File: src/hdl/block_distributed_index_counter_core_defines.svh
// Assertion macros for the index counter core.
`ifndef BLOCK_DISTRIBUTED_INDEX_COUNTER_CORE_DEFINES_SVH
`define BLOCK_DISTRIBUTED_INDEX_COUNTER_CORE_DEFINES_SVH

// Consequent must hold in the same cycle as the antecedent.
`define BDIC_ASSERT_NOW(label, ante, cons, msg) \
    label: assert property (@(posedge i_clk) disable iff (!i_rst_n) (ante) |-> (cons)) \
        else $error(msg);

// Consequent must hold in the cycle after the antecedent.
`define BDIC_ASSERT_NEXT(label, ante, cons, msg) \
    label: assert property (@(posedge i_clk) disable iff (!i_rst_n) (ante) |=> (cons)) \
        else $error(msg);

`endif

File: src/hdl/bdic_pkg.sv
package bdic_pkg;

    localparam int ID_W      = 40;
    localparam int SIZE_W    = 10;
    localparam int GRP_W     = 16;
    localparam int N_DIMS    = 4;
    localparam int DIDX_W    = 2;
    localparam int K_W       = 3;
    localparam int COORD_W   = 10;
    localparam int CFG_IDX_W = 3;
    localparam int CFG_W     = 16;
    localparam int PC_W      = 5;

    localparam logic [1:0] ACT_SETUP = 2'd0;
    localparam logic [1:0] ACT_NEXT  = 2'd1;
    localparam logic [1:0] ACT_RESET = 2'd2;
    localparam logic [1:0] ACT_NONE  = 2'd3;

    localparam logic [1:0] ST_ISSUED  = 2'd0;
    localparam logic [1:0] ST_NO_MORE = 2'd1;
    localparam logic [1:0] ST_DONE    = 2'd2;

    localparam logic [CFG_IDX_W-1:0] CFG_DIM_COUNT = 3'd0;
    localparam logic [CFG_IDX_W-1:0] CFG_SIZE0     = 3'd1;
    localparam logic [CFG_IDX_W-1:0] CFG_SIZE1     = 3'd2;
    localparam logic [CFG_IDX_W-1:0] CFG_SIZE2     = 3'd3;
    localparam logic [CFG_IDX_W-1:0] CFG_SIZE3     = 3'd4;
    localparam logic [CFG_IDX_W-1:0] CFG_PPU       = 3'd5;
    localparam logic [CFG_IDX_W-1:0] CFG_GROUP     = 3'd6;

    typedef struct packed {
        logic [1:0]      action;
        logic            prev_valid;
        logic [ID_W-1:0] prev_id;
    } t_in_item;

    typedef struct packed {
        logic [1:0]         status;
        logic [ID_W-1:0]    linear_id;
        logic [COORD_W-1:0] coord0;
        logic [COORD_W-1:0] coord1;
        logic [COORD_W-1:0] coord2;
        logic [COORD_W-1:0] coord3;
        logic [ID_W-1:0]    range_start;
        logic [ID_W-1:0]    range_end;
        logic               range_empty;
    } t_out_item;

    typedef logic [PC_W-1:0] t_upc;

    typedef enum logic [4:0] {
        OP_NOP,
        OP_TOT_INIT,
        OP_TOT_MUL,
        OP_STR_INIT,
        OP_STR_WR,
        OP_STR_MUL,
        OP_RANGE_CLR,
        OP_DIV_PPU,
        OP_MUL_FIRST,
        OP_SET_LAST,
        OP_SINGLE,
        OP_RST,
        OP_NXT_INIT,
        OP_ID_SEL,
        OP_DIV_STR,
        OP_COORD_Q,
        OP_K_INC,
        OP_COORD_REM,
        OP_MOCK,
        OP_EMIT
    } t_uop;

    typedef enum logic [3:0] {
        C_NEVER,
        C_ALWAYS,
        C_K_EQ_D,
        C_K_EQ_1,
        C_D_ZERO,
        C_PPU_GT_TOT,
        C_GRP_GE_PPU,
        C_DIV_BUSY,
        C_NO_RANGE,
        C_PREV_END,
        C_K_EQ_DM1,
        C_STRIDE_Z
    } t_cond;

    typedef struct packed {
        t_uop  op;
        t_cond cond;
        t_upc  target;
        logic  last;
    } t_uword;

    typedef struct packed {
        logic k_eq_d;
        logic k_eq_1;
        logic d_zero;
        logic ppu_gt_tot;
        logic grp_ge_ppu;
        logic div_busy;
        logic no_range;
        logic prev_end;
        logic k_eq_dm1;
        logic stride_z;
        logic out_free;
    } t_flags;

    // Microprogram addresses
    localparam t_upc PC_SETUP     = 5'd0;
    localparam t_upc PC_TOT_CHK   = 5'd1;
    localparam t_upc PC_TOT_MUL   = 5'd2;
    localparam t_upc PC_STR_INIT  = 5'd3;
    localparam t_upc PC_STR_WR    = 5'd4;
    localparam t_upc PC_STR_MUL   = 5'd5;
    localparam t_upc PC_RNG_CLR   = 5'd6;
    localparam t_upc PC_GRP_CHK   = 5'd7;
    localparam t_upc PC_PPU_DIV   = 5'd8;
    localparam t_upc PC_PPU_WAIT  = 5'd9;
    localparam t_upc PC_FIRST     = 5'd10;
    localparam t_upc PC_LAST      = 5'd11;
    localparam t_upc PC_SINGLE    = 5'd12;
    localparam t_upc PC_RST       = 5'd13;
    localparam t_upc PC_NEXT      = 5'd14;
    localparam t_upc PC_RNG_CHK   = 5'd15;
    localparam t_upc PC_END_CHK   = 5'd16;
    localparam t_upc PC_ID_SEL    = 5'd17;
    localparam t_upc PC_SPLIT     = 5'd18;
    localparam t_upc PC_STR_CHK   = 5'd19;
    localparam t_upc PC_STR_DIV   = 5'd20;
    localparam t_upc PC_STR_WAIT  = 5'd21;
    localparam t_upc PC_COORD_Q   = 5'd22;
    localparam t_upc PC_K_INC     = 5'd23;
    localparam t_upc PC_COORD_REM = 5'd24;
    localparam t_upc PC_MOCK      = 5'd25;
    localparam t_upc PC_EMIT      = 5'd26;

    function automatic t_uword f_uw(t_uop op, t_cond cond, t_upc target, logic last);
        t_uword w;
        w.op     = op;
        w.cond   = cond;
        w.target = target;
        w.last   = last;
        return w;
    endfunction

    localparam t_uword UW_IDLE = '{op: OP_NOP, cond: C_NEVER, target: PC_SETUP, last: 1'b0};

    // Control store
    function automatic t_uword f_urom(t_upc pc);
        t_uword w;
        case (pc)
            PC_SETUP:     w = f_uw(OP_TOT_INIT,  C_NEVER,      PC_SETUP,     1'b0);
            PC_TOT_CHK:   w = f_uw(OP_NOP,       C_K_EQ_D,     PC_STR_INIT,  1'b0);
            PC_TOT_MUL:   w = f_uw(OP_TOT_MUL,   C_ALWAYS,     PC_TOT_CHK,   1'b0);
            PC_STR_INIT:  w = f_uw(OP_STR_INIT,  C_D_ZERO,     PC_RNG_CLR,   1'b0);
            PC_STR_WR:    w = f_uw(OP_STR_WR,    C_K_EQ_1,     PC_RNG_CLR,   1'b0);
            PC_STR_MUL:   w = f_uw(OP_STR_MUL,   C_ALWAYS,     PC_STR_WR,    1'b0);
            PC_RNG_CLR:   w = f_uw(OP_RANGE_CLR, C_PPU_GT_TOT, PC_SINGLE,    1'b0);
            PC_GRP_CHK:   w = f_uw(OP_NOP,       C_GRP_GE_PPU, PC_EMIT,      1'b0);
            PC_PPU_DIV:   w = f_uw(OP_DIV_PPU,   C_NEVER,      PC_SETUP,     1'b0);
            PC_PPU_WAIT:  w = f_uw(OP_NOP,       C_DIV_BUSY,   PC_PPU_WAIT,  1'b0);
            PC_FIRST:     w = f_uw(OP_MUL_FIRST, C_NEVER,      PC_SETUP,     1'b0);
            PC_LAST:      w = f_uw(OP_SET_LAST,  C_ALWAYS,     PC_EMIT,      1'b0);
            PC_SINGLE:    w = f_uw(OP_SINGLE,    C_ALWAYS,     PC_EMIT,      1'b0);
            PC_RST:       w = f_uw(OP_RST,       C_ALWAYS,     PC_EMIT,      1'b0);
            PC_NEXT:      w = f_uw(OP_NXT_INIT,  C_D_ZERO,     PC_MOCK,      1'b0);
            PC_RNG_CHK:   w = f_uw(OP_NOP,       C_NO_RANGE,   PC_EMIT,      1'b0);
            PC_END_CHK:   w = f_uw(OP_NOP,       C_PREV_END,   PC_EMIT,      1'b0);
            PC_ID_SEL:    w = f_uw(OP_ID_SEL,    C_NEVER,      PC_SETUP,     1'b0);
            PC_SPLIT:     w = f_uw(OP_NOP,       C_K_EQ_DM1,   PC_COORD_REM, 1'b0);
            PC_STR_CHK:   w = f_uw(OP_NOP,       C_STRIDE_Z,   PC_K_INC,     1'b0);
            PC_STR_DIV:   w = f_uw(OP_DIV_STR,   C_NEVER,      PC_SETUP,     1'b0);
            PC_STR_WAIT:  w = f_uw(OP_NOP,       C_DIV_BUSY,   PC_STR_WAIT,  1'b0);
            PC_COORD_Q:   w = f_uw(OP_COORD_Q,   C_ALWAYS,     PC_SPLIT,     1'b0);
            PC_K_INC:     w = f_uw(OP_K_INC,     C_ALWAYS,     PC_SPLIT,     1'b0);
            PC_COORD_REM: w = f_uw(OP_COORD_REM, C_ALWAYS,     PC_EMIT,      1'b0);
            PC_MOCK:      w = f_uw(OP_MOCK,      C_ALWAYS,     PC_EMIT,      1'b0);
            PC_EMIT:      w = f_uw(OP_EMIT,      C_NEVER,      PC_EMIT,      1'b1);
            default:      w = UW_IDLE;
        endcase
        return w;
    endfunction

endpackage

File: src/hdl/bdic_div.sv
module bdic_div import bdic_pkg::*; (
    input  logic            i_clk,
    input  logic            i_rst_n,
    input  logic            i_start,
    input  logic [ID_W-1:0] i_dividend,
    input  logic [ID_W-1:0] i_divisor,
    output logic            o_busy,
    output logic [ID_W-1:0] o_quot,
    output logic [ID_W-1:0] o_rem
);

    localparam int CNT_W = $clog2(ID_W + 1);

    logic             r_busy;
    logic [CNT_W-1:0] r_cnt;
    logic [ID_W-1:0]  r_quo;
    logic [ID_W-1:0]  r_rem;
    logic [ID_W-1:0]  r_dvs;
    logic [ID_W:0]    rem_sh;
    logic [ID_W:0]    diff;

    // One quotient bit per cycle, restoring form
    assign rem_sh = {r_rem, r_quo[ID_W-1]};
    assign diff   = rem_sh - {1'b0, r_dvs};

    always_ff @(posedge i_clk) begin
        if (!i_rst_n) begin
            r_busy <= 1'b0;
            r_cnt  <= '0;
        end else if (i_start) begin
            r_busy <= 1'b1;
            r_cnt  <= CNT_W'(ID_W);
        end else if (r_busy) begin
            r_cnt <= r_cnt - 1'b1;
            if (r_cnt == CNT_W'(1)) begin
                r_busy <= 1'b0;
            end
        end
    end

    always_ff @(posedge i_clk) begin
        if (i_start) begin
            r_quo <= i_dividend;
            r_rem <= '0;
            r_dvs <= i_divisor;
        end else if (r_busy) begin
            if (!diff[ID_W]) begin
                r_rem <= diff[ID_W-1:0];
                r_quo <= {r_quo[ID_W-2:0], 1'b1};
            end else begin
                r_rem <= rem_sh[ID_W-1:0];
                r_quo <= {r_quo[ID_W-2:0], 1'b0};
            end
        end
    end

    assign o_busy = r_busy;
    assign o_quot = r_quo;
    assign o_rem  = r_rem;

endmodule

File: src/hdl/bdic_seq.sv
module bdic_seq import bdic_pkg::*; (
    input  logic       i_clk,
    input  logic       i_rst_n,
    input  logic       i_start,
    input  logic [1:0] i_action,
    input  t_flags     i_flags,
    output t_uword     o_uw,
    output logic       o_busy
);

    logic   r_busy;
    t_upc   r_pc;
    logic   n_busy;
    t_upc   n_pc;
    t_uword uw;
    logic   taken;

    assign uw = f_urom(r_pc);

    always_comb begin
        case (uw.cond)
            C_NEVER:      taken = 1'b0;
            C_ALWAYS:     taken = 1'b1;
            C_K_EQ_D:     taken = i_flags.k_eq_d;
            C_K_EQ_1:     taken = i_flags.k_eq_1;
            C_D_ZERO:     taken = i_flags.d_zero;
            C_PPU_GT_TOT: taken = i_flags.ppu_gt_tot;
            C_GRP_GE_PPU: taken = i_flags.grp_ge_ppu;
            C_DIV_BUSY:   taken = i_flags.div_busy;
            C_NO_RANGE:   taken = i_flags.no_range;
            C_PREV_END:   taken = i_flags.prev_end;
            C_K_EQ_DM1:   taken = i_flags.k_eq_dm1;
            C_STRIDE_Z:   taken = i_flags.stride_z;
            default:      taken = 1'b0;
        endcase
    end

    // Next state
    always_comb begin
        n_busy = r_busy;
        n_pc   = r_pc;
        if (!r_busy) begin
            if (i_start) begin
                case (i_action)
                    ACT_SETUP: begin
                        n_busy = 1'b1;
                        n_pc   = PC_SETUP;
                    end
                    ACT_NEXT: begin
                        n_busy = 1'b1;
                        n_pc   = PC_NEXT;
                    end
                    ACT_RESET: begin
                        n_busy = 1'b1;
                        n_pc   = PC_RST;
                    end
                    default: begin
                        n_busy = 1'b0;
                    end
                endcase
            end
        end else if (uw.last) begin
            // hold on the final step until the result register frees up
            if (i_flags.out_free) begin
                n_busy = 1'b0;
            end
        end else if (taken) begin
            n_pc = uw.target;
        end else begin
            n_pc = r_pc + 1'b1;
        end
    end

    always_ff @(posedge i_clk) begin
        if (!i_rst_n) begin
            r_busy <= 1'b0;
            r_pc   <= PC_SETUP;
        end else begin
            r_busy <= n_busy;
            r_pc   <= n_pc;
        end
    end

    // Outputs
    always_comb begin
        o_uw   = r_busy ? uw : UW_IDLE;
        o_busy = r_busy;
    end

endmodule

File: src/hdl/bdic_dp.sv
module bdic_dp import bdic_pkg::*; (
    input  logic                 i_clk,
    input  logic                 i_rst_n,
    input  logic                 i_cfg_we,
    input  logic [CFG_IDX_W-1:0] i_cfg_idx,
    input  logic [CFG_W-1:0]     i_cfg_data,
    input  logic                 i_accept,
    input  t_in_item             i_item,
    input  t_uword               i_uw,
    input  logic                 i_out_stall,
    output t_flags               o_flags,
    output logic                 o_out_valid,
    output t_out_item            o_out_data
);

    localparam int PROD_W = ID_W + GRP_W;

    // configuration
    logic [K_W-1:0]    r_dim_cnt;
    logic [SIZE_W-1:0] r_size [N_DIMS];
    logic [GRP_W-1:0]  r_ppu;
    logic [GRP_W-1:0]  r_grp;

    // range and result control
    logic              r_rng_valid;
    logic [ID_W-1:0]   r_first;
    logic [ID_W-1:0]   r_last;
    logic              r_out_valid;
    t_out_item         r_out;

    // working registers
    logic [ID_W-1:0]    r_tot;
    logic [ID_W-1:0]    r_acc;
    logic [K_W-1:0]     r_k;
    logic [ID_W-1:0]    r_rem;
    logic [ID_W-1:0]    r_id;
    logic [1:0]         r_status;
    logic               r_prev_valid;
    logic [ID_W-1:0]    r_prev_id;
    logic [ID_W-1:0]    r_stride [N_DIMS];
    logic [COORD_W-1:0] r_coord [N_DIMS];

    logic [K_W-1:0]    dims;
    logic [K_W-1:0]    dims_m1;
    logic [K_W-1:0]    k_m1;
    logic [DIDX_W-1:0] kidx;
    logic [DIDX_W-1:0] sidx;
    logic [GRP_W-1:0]  ppu_eff;
    logic [ID_W-1:0]   mul_a;
    logic [GRP_W-1:0]  mul_b;
    logic [PROD_W-1:0] prod;
    logic [ID_W-1:0]   prod_sat;
    logic              div_start;
    logic [ID_W-1:0]   div_dividend;
    logic [ID_W-1:0]   div_divisor;
    logic              div_busy;
    logic [ID_W-1:0]   div_quot;
    logic [ID_W-1:0]   div_rem;
    logic [ID_W-1:0]   extra;
    logic              issued;
    logic              out_free;
    logic              emit;

    assign dims     = (r_dim_cnt > K_W'(N_DIMS)) ? K_W'(N_DIMS) : r_dim_cnt;
    assign dims_m1  = dims - 1'b1;
    assign k_m1     = r_k - 1'b1;
    assign kidx     = r_k[DIDX_W-1:0];
    assign sidx     = (i_uw.op == OP_STR_MUL) ? k_m1[DIDX_W-1:0] : kidx;
    assign ppu_eff  = (r_ppu == '0) ? GRP_W'(1) : r_ppu;
    assign out_free = !r_out_valid || !i_out_stall;
    assign emit     = (i_uw.op == OP_EMIT) && out_free;

    // shared multiplier; totals and strides saturate at the largest id
    always_comb begin
        case (i_uw.op)
            OP_TOT_MUL: begin
                mul_a = r_tot;
                mul_b = GRP_W'(r_size[sidx]);
            end
            OP_STR_MUL: begin
                mul_a = r_acc;
                mul_b = GRP_W'(r_size[sidx]);
            end
            default: begin
                mul_a = div_quot;
                mul_b = r_grp;
            end
        endcase
    end

    assign prod     = {{GRP_W{1'b0}}, mul_a} * {{ID_W{1'b0}}, mul_b};
    assign prod_sat = (|prod[PROD_W-1:ID_W]) ? {ID_W{1'b1}} : prod[ID_W-1:0];

    assign div_start    = (i_uw.op == OP_DIV_PPU) || (i_uw.op == OP_DIV_STR);
    assign div_dividend = (i_uw.op == OP_DIV_PPU) ? r_tot : r_rem;
    assign div_divisor  = (i_uw.op == OP_DIV_PPU) ? ID_W'(ppu_eff) : r_stride[kidx];

    bdic_div u_div (
        .i_clk      (i_clk),
        .i_rst_n    (i_rst_n),
        .i_start    (div_start),
        .i_dividend (div_dividend),
        .i_divisor  (div_divisor),
        .o_busy     (div_busy),
        .o_quot     (div_quot),
        .o_rem      (div_rem)
    );

    // the last group also takes the remainder
    assign extra = (r_grp == ppu_eff - 1'b1) ? div_rem : '0;

    always_comb begin
        o_flags.k_eq_d     = (r_k == dims);
        o_flags.k_eq_1     = (r_k == K_W'(1));
        o_flags.d_zero     = (dims == '0);
        o_flags.ppu_gt_tot = (ID_W'(ppu_eff) > r_tot);
        o_flags.grp_ge_ppu = (r_grp >= ppu_eff);
        o_flags.div_busy   = div_busy;
        o_flags.no_range   = !r_rng_valid;
        o_flags.prev_end   = r_prev_valid && (r_prev_id >= r_last);
        o_flags.k_eq_dm1   = (r_k == dims_m1);
        o_flags.stride_z   = (r_stride[kidx] == '0);
        o_flags.out_free   = out_free;
    end

    // configuration, range and result valid
    always_ff @(posedge i_clk) begin
        if (!i_rst_n) begin
            r_dim_cnt   <= K_W'(1);
            for (int i = 0; i < N_DIMS; i++) begin
                r_size[i] <= SIZE_W'(1);
            end
            r_ppu       <= GRP_W'(1);
            r_grp       <= '0;
            r_rng_valid <= 1'b0;
            r_first     <= '0;
            r_last      <= '0;
            r_out_valid <= 1'b0;
        end else begin
            if (i_cfg_we) begin
                case (i_cfg_idx)
                    CFG_DIM_COUNT: r_dim_cnt <= i_cfg_data[K_W-1:0];
                    CFG_SIZE0:     r_size[0] <= i_cfg_data[SIZE_W-1:0];
                    CFG_SIZE1:     r_size[1] <= i_cfg_data[SIZE_W-1:0];
                    CFG_SIZE2:     r_size[2] <= i_cfg_data[SIZE_W-1:0];
                    CFG_SIZE3:     r_size[3] <= i_cfg_data[SIZE_W-1:0];
                    CFG_PPU:       r_ppu     <= i_cfg_data[GRP_W-1:0];
                    CFG_GROUP:     r_grp     <= i_cfg_data[GRP_W-1:0];
                    default: begin
                    end
                endcase
            end
            case (i_uw.op)
                OP_RANGE_CLR, OP_RST: begin
                    r_rng_valid <= 1'b0;
                    r_first     <= '0;
                    r_last      <= '0;
                end
                OP_MUL_FIRST: begin
                    r_first <= prod[ID_W-1:0];
                end
                OP_SET_LAST: begin
                    r_rng_valid <= 1'b1;
                    r_last      <= r_first + div_quot - 1'b1 + extra;
                end
                OP_SINGLE: begin
                    if (ID_W'(r_grp) < r_tot) begin
                        r_rng_valid <= 1'b1;
                        r_first     <= ID_W'(r_grp);
                        r_last      <= ID_W'(r_grp);
                    end
                end
                default: begin
                end
            endcase
            if (emit) begin
                r_out_valid <= 1'b1;
            end else if (!i_out_stall) begin
                r_out_valid <= 1'b0;
            end
        end
    end

    assign issued = (r_status == ST_ISSUED);

    // working registers
    always_ff @(posedge i_clk) begin
        if (i_accept) begin
            r_prev_valid <= i_item.prev_valid;
            r_prev_id    <= i_item.prev_id;
        end
        case (i_uw.op)
            OP_TOT_INIT: begin
                r_tot    <= ID_W'(1);
                r_k      <= '0;
                r_status <= ST_DONE;
            end
            OP_TOT_MUL: begin
                r_tot <= prod_sat;
                r_k   <= r_k + 1'b1;
            end
            OP_STR_INIT: begin
                r_acc <= ID_W'(1);
                r_k   <= dims;
            end
            OP_STR_WR: begin
                r_stride[k_m1[DIDX_W-1:0]] <= r_acc;
            end
            OP_STR_MUL: begin
                r_acc <= prod_sat;
                r_k   <= k_m1;
            end
            OP_RST: begin
                r_status <= ST_DONE;
            end
            OP_NXT_INIT: begin
                r_status <= ST_NO_MORE;
                r_id     <= '0;
                r_k      <= '0;
                for (int i = 0; i < N_DIMS; i++) begin
                    r_coord[i] <= '0;
                end
            end
            OP_ID_SEL: begin
                r_status <= ST_ISSUED;
                if (r_prev_valid) begin
                    r_id  <= r_prev_id + 1'b1;
                    r_rem <= r_prev_id + 1'b1;
                end else begin
                    r_id  <= r_first;
                    r_rem <= r_first;
                end
            end
            OP_COORD_Q: begin
                r_coord[kidx] <= div_quot[COORD_W-1:0];
                r_rem         <= div_rem;
                r_k           <= r_k + 1'b1;
            end
            OP_K_INC: begin
                r_k <= r_k + 1'b1;
            end
            OP_COORD_REM: begin
                r_coord[kidx] <= r_rem[COORD_W-1:0];
            end
            OP_MOCK: begin
                if (r_grp == '0 && !r_prev_valid) begin
                    r_status <= ST_ISSUED;
                end
            end
            default: begin
            end
        endcase
        if (emit) begin
            r_out.status      <= r_status;
            r_out.linear_id   <= issued ? r_id : '0;
            r_out.coord0      <= issued ? r_coord[0] : '0;
            r_out.coord1      <= issued ? r_coord[1] : '0;
            r_out.coord2      <= issued ? r_coord[2] : '0;
            r_out.coord3      <= issued ? r_coord[3] : '0;
            r_out.range_start <= r_first;
            r_out.range_end   <= r_last;
            r_out.range_empty <= !r_rng_valid;
        end
    end

    assign o_out_valid = r_out_valid;
    assign o_out_data  = r_out;

endmodule

File: src/hdl/block_distributed_index_counter_core.sv
// Channel   Direction  Handshake                    Payload
// in        input      i_in_valid / o_in_stall      i_in_data  (t_in_item)
// out       output     o_out_valid / i_out_stall    o_out_data (t_out_item)
// cfg       input      i_cfg_we                     i_cfg_idx, i_cfg_data
//
// One transaction at a time, run by a microprogram over a shared 40-bit
// restoring divider (one quotient bit a cycle). A setup divides the total once when
// it is split over the groups; a next id divides once per non-zero stride split,
// up to three of them. Synchronous active-low reset clears configuration to defaults
// and the range. The input stalls during reset and while a transaction is in flight;
// a finished result waits in the output register, and the next transaction is taken
// meanwhile.
`include "block_distributed_index_counter_core_defines.svh"

module block_distributed_index_counter_core import bdic_pkg::*; (
    input  logic                 i_clk,
    input  logic                 i_rst_n,
    input  logic                 i_in_valid,
    output logic                 o_in_stall,
    input  t_in_item             i_in_data,
    output logic                 o_out_valid,
    input  logic                 i_out_stall,
    output t_out_item            o_out_data,
    input  logic                 i_cfg_we,
    input  logic [CFG_IDX_W-1:0] i_cfg_idx,
    input  logic [CFG_W-1:0]     i_cfg_data
);

    logic   busy;
    logic   accept;
    t_uword uw;
    t_flags flags;

    assign o_in_stall = busy || !i_rst_n;
    assign accept     = i_in_valid && !o_in_stall;

    bdic_seq u_seq (
        .i_clk    (i_clk),
        .i_rst_n  (i_rst_n),
        .i_start  (accept),
        .i_action (i_in_data.action),
        .i_flags  (flags),
        .o_uw     (uw),
        .o_busy   (busy)
    );

    bdic_dp u_dp (
        .i_clk       (i_clk),
        .i_rst_n     (i_rst_n),
        .i_cfg_we    (i_cfg_we),
        .i_cfg_idx   (i_cfg_idx),
        .i_cfg_data  (i_cfg_data),
        .i_accept    (accept),
        .i_item      (i_in_data),
        .i_uw        (uw),
        .i_out_stall (i_out_stall),
        .o_flags     (flags),
        .o_out_valid (o_out_valid),
        .o_out_data  (o_out_data)
    );

    `BDIC_ASSERT_NEXT(a_start_busy, i_in_valid && !o_in_stall && i_in_data.action != ACT_NONE, o_in_stall, "valid transaction did not start the sequencer")
    `BDIC_ASSERT_NOW(a_id_zero, o_out_valid && o_out_data.status != ST_ISSUED, o_out_data.linear_id == '0, "non-zero id on a result without an issued id")
    `BDIC_ASSERT_NOW(a_empty_range, o_out_valid && o_out_data.range_empty, o_out_data.range_start == '0 && o_out_data.range_end == '0, "empty range reported with non-zero bounds")

endmodule

File: config.mk
export PLATFORM = sky130hd
export DESIGN_NAME = block_distributed_index_counter_core
export DESIGN_NICKNAME = d
export VERILOG_FILES = /design/src/hdl/bdic_pkg.sv /design/src/hdl/bdic_div.sv /design/src/hdl/bdic_seq.sv /design/src/hdl/bdic_dp.sv /design/src/hdl/block_distributed_index_counter_core.sv
export VERILOG_INCLUDE_DIRS = /design/src /design/src/hdl
export SDC_FILE = /design/constraint.sdc
export NUM_CORES = 2
export LEC_CHECK = 0
export ABC_AREA = 0
export BUFFER_PORTS_ARGS = -buffer_cell sky130_fd_sc_hd__buf_2
export CORE_MARGIN = 2
export CORE_UTILIZATION = 50
export DETAILED_ROUTE_END_ITERATION = 6
export PLACE_DENSITY = 0.69
export SYNTH_ARGS = -nofsm -noshare
export SYNTH_HDL_FRONTEND = slang
export SYNTH_SLANG_ARGS = --single-unit
File: constraint.sdc
create_clock -name i_clk -period 11.52 [get_ports i_clk]
set_clock_uncertainty 0.2 [all_clocks]
set_input_delay 2.304 -clock i_clk [delete_from_list [all_inputs] [get_ports i_clk]]
set_output_delay 2.304 -clock i_clk [all_outputs]
set_load 0.01 [all_outputs]
# Word-level counts from Yosys, hierarchy flattened
# Memory sizes are Yosys's and may differ from the RTL's. A register that Yosys moved wholly into a read port is not among the register bits.
# Cells that the tools add are included.
[word_totals]
regBits = 579
latchBits = 0
ramBits = 240
mem_bits_ro = 480
input_bits = 67
output_inout_bits = 165
word_cells = 235
memories = 4
[memory_table]
columns = ["memory", "depth", "word_bits", "read_ports", "rd_clocked_by_memory_dff", "write_ports", "line_no", "rtl"]
rows = [
  ["(no name shown)", 32, 15, 1, 1, 0, "bdic_pkg.sv:153", "case (pc)"],
  ["u_dp.r_stride", 4, 40, 1, 1, 1, "bdic_dp.sv:40", "logic [ID_W-1:0] r_stride [N_DIMS];"],
  ["u_dp.r_coord", 4, 10, 4, 4, 4, "bdic_dp.sv:41", "logic [COORD_W-1:0] r_coord [N_DIMS];"],
  ["u_dp.r_size", 4, 10, 1, 0, 4, "bdic_dp.sv:20", "logic [SIZE_W-1:0] r_size [N_DIMS];"],
]
[op_classes]
add_sub_neg = 11
mul = 1
div = 0
order_cmp = 5
eq_ne = 47
shift = 0
muxes = 81
bitwise_logic = 6
reduce_logical = 51
[ops]
columns = ["operator", "count"]
rows = [
  ["$pmux 40 s2", 5],
  ["$mux 40", 8],
  ["$pmux 40 s3", 2],
  ["$add 40x40->40", 2],
  ["$mux 10", 6],
  ["$mul 40x16->56", 1],
  ["$mux 16", 3],
  ["$sub 41x40->41", 1],
  ["$add 40x1->40 const B", 1],
  ["$eq 5x4->1 const B", 8],
  ["$ge 40x40->1", 1],
  ["$gt 16x40->1", 1],
  ["$logic_not 40->1", 1],
  ["$lt 16x40->1", 1],
  ["$sub 40x1->40 const B", 1],
  ["$mux 1", 38],
  ["$logic_not 16->1", 2],
  ["$mux 5", 6],
  ["$eq 5x3->1 const B", 4],
  ["$eq 5x5->1 const B", 4],
  ["$eq 16x16->1", 1],
  ["$eq 4x3->1 const B", 4],
  ["$eq 4x4->1 const B", 4],
  ["$ge 16x16->1", 1],
  ["other kinds (44)", 96],
]

# Longest topological paths before layout
[depth]
word_depth = 10
ltp_mapped = 43
depth_no_buf = 32

# By module
# Synthesis repeated with hierarchy kept, for this count alone.
[unflattened]
cells_unflattened = 6423
hier_area_um2 = 65330.2
[modules_own_cells]
columns = ["module", "instances", "cells_each", "area_per_inst_um2", "seq_area_each_um2"]
rows = [
  ["bdic_dp", 1, 5443, 55978.7, 20669.8],
  ["bdic_div", 1, 741, 7523.5, 3343.2],
  ["bdic_seq", 1, 237, 1813.0, 420.4],
  ["block_distributed_index_counter_core", 1, 2, 15.0, 0.0],
]

# Least setup slack after synthesis
# OpenSTA, ideal clock, no wires.
[synth_path]
path_type = "input port to flip-flop"
startpoint = "input port i_out_stall"
endpoint = "register u_dp.r_out, in the netlist u_dp.o_out_data[0] (enable)"
setup_ns = 0.741
arrival_time_ns = 10.155
required_ns = 10.579
setup_slack_ns = 0.424
stages = 1
n_path_buf = 0
cell_sequence = "a21oi_1"
[synth_between]
elab_chain_len = 3
[synth_rtl]
columns = ["element", "line_no", "rtl"]
rows = [
  ["start: declaration", "block_distributed_index_counter_core.sv:22", "input logic i_out_stall,"],
  ["$logic_not 1->1", "bdic_dp.sv:70", "assign out_free = !r_out_valid || !i_out_stall;"],
  ["$logic_or 1x1->1", "bdic_dp.sv:70", ""],
  ["$logic_and 1x1->1", "bdic_dp.sv:71", "assign emit = (i_uw.op == OP_EMIT) && out_free;"],
  ["end: declaration", "bdic_dp.sv:29", "t_out_item r_out;"],
]
# No other way between the ends.
# A chain may end at the register's enable or synchronous reset.

# Final worst setup path
[layout_path]
startpoint = "register, netlist name u_seq.uw[11]"
endpoint = "register u_dp.r_tot[9], data pin"
[layout_between]
elab_chain_len = 9
elab_cells_between_ends = 13
classes_between = "mul (1); eq/ne (3); mux (6); reduce/logical (2); memory (1)"
[layout_rtl]
columns = ["element", "line_no", "rtl"]
rows = [
  ["$mux 15 *", "bdic_seq.sv:86", "o_uw = r_busy ? uw : UW_IDLE;"],
  ["$eq 5x3->1", "bdic_dp.sv:68, bdic_dp.sv:75", ""],
  ["$mux 2", "bdic_dp.sv:68", "assign sidx = (i_uw.op == OP_STR_MUL) ? k_m1[DIDX_W-1:0] : kidx;"],
  ["$mem_v2 4x10", "--", ""],
  ["$mux 16", "--", ""],
  ["$mul 40x16->56", "bdic_dp.sv:91", "assign prod = {{GRP_W{1'b0}}, mul_a} * {{ID_W{1'b0}}, mul_b};"],
  ["$reduce_or 16->1", "bdic_dp.sv:92", "assign prod_sat = (|prod[PROD_W-1:ID_W]) ? {ID_W{1'b1}} : prod[ID_W-1:0];"],
  ["$mux 40", "bdic_dp.sv:92", ""],
  ["$pmux 40 s2 *", "bdic_dp.sv:192", "case (i_uw.op)"],
  ["end signal: assignment", "bdic_dp.sv:199", "r_tot <= prod_sat;"],
  ["end: declaration", "bdic_dp.sv:32", "logic [ID_W-1:0] r_tot;"],
]
# Mark *: on every way between the ends. The rest lies on a longest branch, timed or not.

==> summary.txt <==
Run status
  • Result of the run: completed

Pwr
  • Proportion of power drawn by flip-flops and latches: 0.367
  • Clock power frac: 0.285
  • Cell leakage power: ~29 nW
  • Psw: between 3 and 4 mW
  • Pwr dens: between 100 and 150 mW/mm^2
  • Combinational group share of total power: 0.348
  • Internal power of the cells: roughly 6.5 mW
  • Switch share: 0.356
  • Total power: between 10 and 15 mW
  • Worst vdd ir: between 100 and 150 uV

Final layout
  • Register area: around 0.024 mm^2
  • Final instance area: about 0.07 mm^2
  • Total number of nets in the final design: 7486
  • Fill cell count: ~11000
  • Area of the multi-input gates: about 0.036 mm^2
  • Layout Area Growth over Synthesis: 9.29%
  • Leading cell types in the layout, fill and taps excluded: 853 x sky130_fd_sc_hd__inv_1, 723 x sky130_fd_sc_hd__nand2_1, 689 x sky130_fd_sc_hd__edfxtp_1
  • Share of post-route cells with drive strength above 1: 0.0925
  • Most common cell after layout, fill and taps aside: sky130_fd_sc_hd__inv_1

GRT
  • Global routing usage on met1: 0.423
  • Via count of the first global-routing pass: ~48000
  • Sum of overflow across all layers after global routing: 0
  • GRT Max-Usage Layer: met2
  • GR Layer Usage met3: 0.0480
  • Antenna violations before repair: 8
  • Global routing usage summed across all routing layers: 0.296
  • Largest net degree at the start of global routing: between 150 and 200
  • Met2 GRT Util: 0.460
  • Global-route wire length before repair: between 200000 and 300000 um

Logic synthesis
  • Synth Register Bits: ~900
  • Syn Area/Cell: a little over 10 um^2
  • Post-Synthesis Net Count: between 7000 and 8000
  • Area of the mapped netlist: 0.0642 mm^2
  • Mapped Cells: roughly 6400
  • Number of unique standard cell types used by synthesis: 79
  • Predominant post-synthesis flop cell: sky130_fd_sc_hd__edfxtp_1
  • Synth warnings: 0
  • Sequential area share after synthesis: 0.380
  • Count of flip-flops with a built-in enable after synthesis: 689
  • Async S/R FF share, synth: 0

Critical path
  • Cell at the slowest stage of the critical path: sky130_fd_sc_hd__mux2i_2
  • Arr. time, crit path: 11.21 ns
  • Maximum single-stage delay on the critical path: 0.76 ns
  • Worst path top cell family by delay: adder cells
  • CP dominant cell by count: sky130_fd_sc_hd__fa_1
  • Kind of critical path: reg -> reg
  • Critical Path Source Type: flop
  • Critical path required time: around 12 ns
  • Endpoint kind of the worst setup timing path: flop
  • Highest net fanout along the worst path: approximately 80
  • WP buf/inv: 7

Placement
  • Instance area after placement: approximately 0.067 mm^2
  • Worst setup slack before clock tree synthesis: 0.369 ns
  • Half-perimeter wire length after detailed placement: between 150000 and 200000 um
  • Count of buffers inserted at the top-level ports: 231
  • GP Congestion: a little over 1

Drt
  • DRC violations left: 0
  • Final antenna-violating net count: 0
  • Starting DRT DRC Count: about 5600
  • Total number of vias: approximately 49000
  • Avg WL per Cell: ~24 um
  • Total wirelength of the detailed-routed design: ~200000 um
  • Average via count per standard cell: about 5.9
  • TritonRoute pass-1 iters: 6

Floorplanning
  • Die Span Y: roughly 360 um
  • Initial core utilization: 0.504
  • Die footprint: 0.131 mm^2
  • Core Area: 0.128 mm^2
  • Die width: between 300 and 400 um
  • Number of rows created at floorplan: about 130
  • Io pins: around 230

Flow run
  • Max_cap viols: 0

STA
  • Worst rel slew slack: 0.148
  • Final period utilization: 0.958
  • Worst-Margin Slew: roughly 1.3 ns
  • Final number of max-transition violations: 0
  • Min cycle time layout: roughly 11 ns
  • Setup violation total in the final timing report: 0
  • Maximum clock frequency: 90.6 MHz
  • PnR worst setup slack: about 0.48 ns
  • Fin. Hold Viols: 0

Clocking
  • Later-pin clock latency in the skew report: just under 0.7 ns
  • Number of buffers inserted to repair setup after CTS: 0
  • Clock Tree Buf Depth: 3
  • Clock slew seen by the registers of the worst setup and hold paths: about 0.060 ns
  • Cells resized by post-CTS repair: 0
  • Clock tree from TritonCTS: done
  • Library cell used as clock root buffer: sky130_fd_sc_hd__clkbuf_16
  • Depth of the CTS H-tree: 3
  • Clk sinks: between 800 and 900
  • Number of buffers added by the clock tree synthesis step: 87
  • Number of hold buffers added after CTS: 0

Worst hold path
  • Path type of the worst min-delay path: reg -> reg
[registers in the layout, indices dropped and copies added (netlist names), 5 cells and up, named ones only]
| name | flops |
|---|---|
| u_dp.u_div.o_quot | 40 |
| u_dp.r_first | 40 |
| u_dp.o_out_data | 163 |
| u_dp.u_div.r_dvs | 40 |
| u_dp.u_div.r_cnt | 6 |
| u_dp.r_prev_id | 40 |
| u_dp.u_div.o_rem | 40 |
| u_dp.r_stride | 160 |
| u_dp.r_ppu | 16 |
| u_dp.r_coord | 40 |
| u_dp.r_grp | 16 |
| u_dp.r_tot | 40 |
| u_dp.r_acc | 40 |
| u_dp.r_size | 40 |
| u_dp.r_id | 40 |
| u_seq.uw | 15 |
| u_dp.r_last | 40 |
| u_seq.r_pc | 5 |
| u_dp.r_rem | 40 |
[layout make-up]
class,instances,share of cell area
Tap cell,1662,0.0296
Inverter,857,0.0459
Antenna cell,3,0.000107
Timing Repair Buffer,345,0.0293
Clock buffer,111,0.0335
Clock inverter,50,0.00747
Sequential cell,876,0.348
Multi-Input combinational cell,4324,0.506
[metrics by stage]
| stage | hold slack [ns] | utilization | TNS (ns) | instances |
|---|---|---|---|---|
| final | 0.228 | 0.551 | 0 | 8228 |
| after global routing | 0.245 | 0.551 | -0.0129 | 8225 |
| after CTS | 0.228 | 0.550 | 0 | 8222 |
| after detailed placement | 0.215 | 0.528 | 0 | 8061 |
| after global placement | 0.211 | 0.528 | 0 | 8061 |
| after floorplan | 0.208 | - | 0 | 6384 |
[path summary, 6_finish.rpt]
check | start | to | slack [ns] | cells after the start
hold reg to reg | u_dp.r_last[12] | u_dp.o_out_data[13] | 0.23 | 0
setup reg to reg | u_seq.uw[11] | u_dp.r_tot[9] | 0.48 | 33
hold / removal | u_dp.r_last[12] | u_dp.o_out_data[13] | 0.23 | 0
setup / recovery | u_seq.uw[11] | u_dp.r_tot[9] | 0.48 | 33
[worst reg2reg max path: cells and delay by family, from the launching register on]
kind,cells,cell delay [ns]
AOI/OAI and AO/OA,9,2.13
muxes,2,1.42
adders and majority gates,7,3.41
buffers and inverters,7,1.00
and+or+nand+nor,8,2.28
DFF,1,0.30
[cells by family after synthesis]
logic type | Yosys count | share of synthesized area
AOI/OAI and AO/OA | 1114 | 0.109
xor gates and xnor gates | 174 | 0.0237
adders and majority gates | 929 | 0.248
buffers and inverters | 1186 | 0.0699
DFF | 876 | 0.380
muxes | 163 | 0.0353
and+or+nand+nor | 1942 | 0.134
[power groups by stage]
stage | registers [mW] | clock network, mW | logic (mW)
after floorplan | 3.71 | 0 | 2.56
after global placement | 3.78 | 0 | 3.40
after detailed placement | 3.78 | 0 | 3.43
after CTS | 3.71 | 2.91 | 3.46
after global routing | 3.74 | 3.03 | 3.88
final | 3.72 | 2.89 | 3.52
[cell usage after synthesis (28+ instances only)]
library cell | n | area (um^2)
sky130_fd_sc_hd__and3_1 | 54 | 338
sky130_fd_sc_hd__nor2_1 | 654 | 2450
sky130_fd_sc_hd__a21oi_1 | 374 | 1870
sky130_fd_sc_hd__xnor2_1 | 110 | 963
sky130_fd_sc_hd__o21ai_0 | 275 | 1380
sky130_fd_sc_hd__nor2b_1 | 28 | 175
sky130_fd_sc_hd__a21o_1 | 78 | 586
sky130_fd_sc_hd__and2_1 | 161 | 1010
sky130_fd_sc_hd__nor4_1 | 34 | 213
sky130_fd_sc_hd__edfxtp_1 | 689 | 20700
sky130_fd_sc_hd__dfxtp_1 | 187 | 3740
sky130_fd_sc_hd__ha_1 | 358 | 4480
sky130_fd_sc_hd__mux2i_1 | 102 | 1020
sky130_fd_sc_hd__a22oi_1 | 37 | 278
sky130_fd_sc_hd__nand4_1 | 42 | 263
sky130_fd_sc_hd__xor2_1 | 64 | 561
sky130_fd_sc_hd__nand3_1 | 76 | 380
sky130_fd_sc_hd__a221oi_1 | 61 | 534
sky130_fd_sc_hd__inv_1 | 855 | 3210
sky130_fd_sc_hd__mux4_2 | 50 | 1130
sky130_fd_sc_hd__a221o_1 | 39 | 390
sky130_fd_sc_hd__nand2b_1 | 40 | 250
sky130_fd_sc_hd__a31oi_1 | 28 | 175
sky130_fd_sc_hd__nor3_1 | 53 | 265
sky130_fd_sc_hd__nand2_1 | 726 | 2730
sky130_fd_sc_hd__clkbuf_1 | 297 | 1110
sky130_fd_sc_hd__fa_1 | 570 | 11400
sky130_fd_sc_hd__a211oi_1 | 43 | 323
[metal layers]
metal,vias to the layer above,share of wire
met3,343,0.10
met4,2,0.037
met5,-,0.000067
li1,21729,-
met2,2495,0.45
met1,24177,0.41
(Power assumes the default switching activity.)
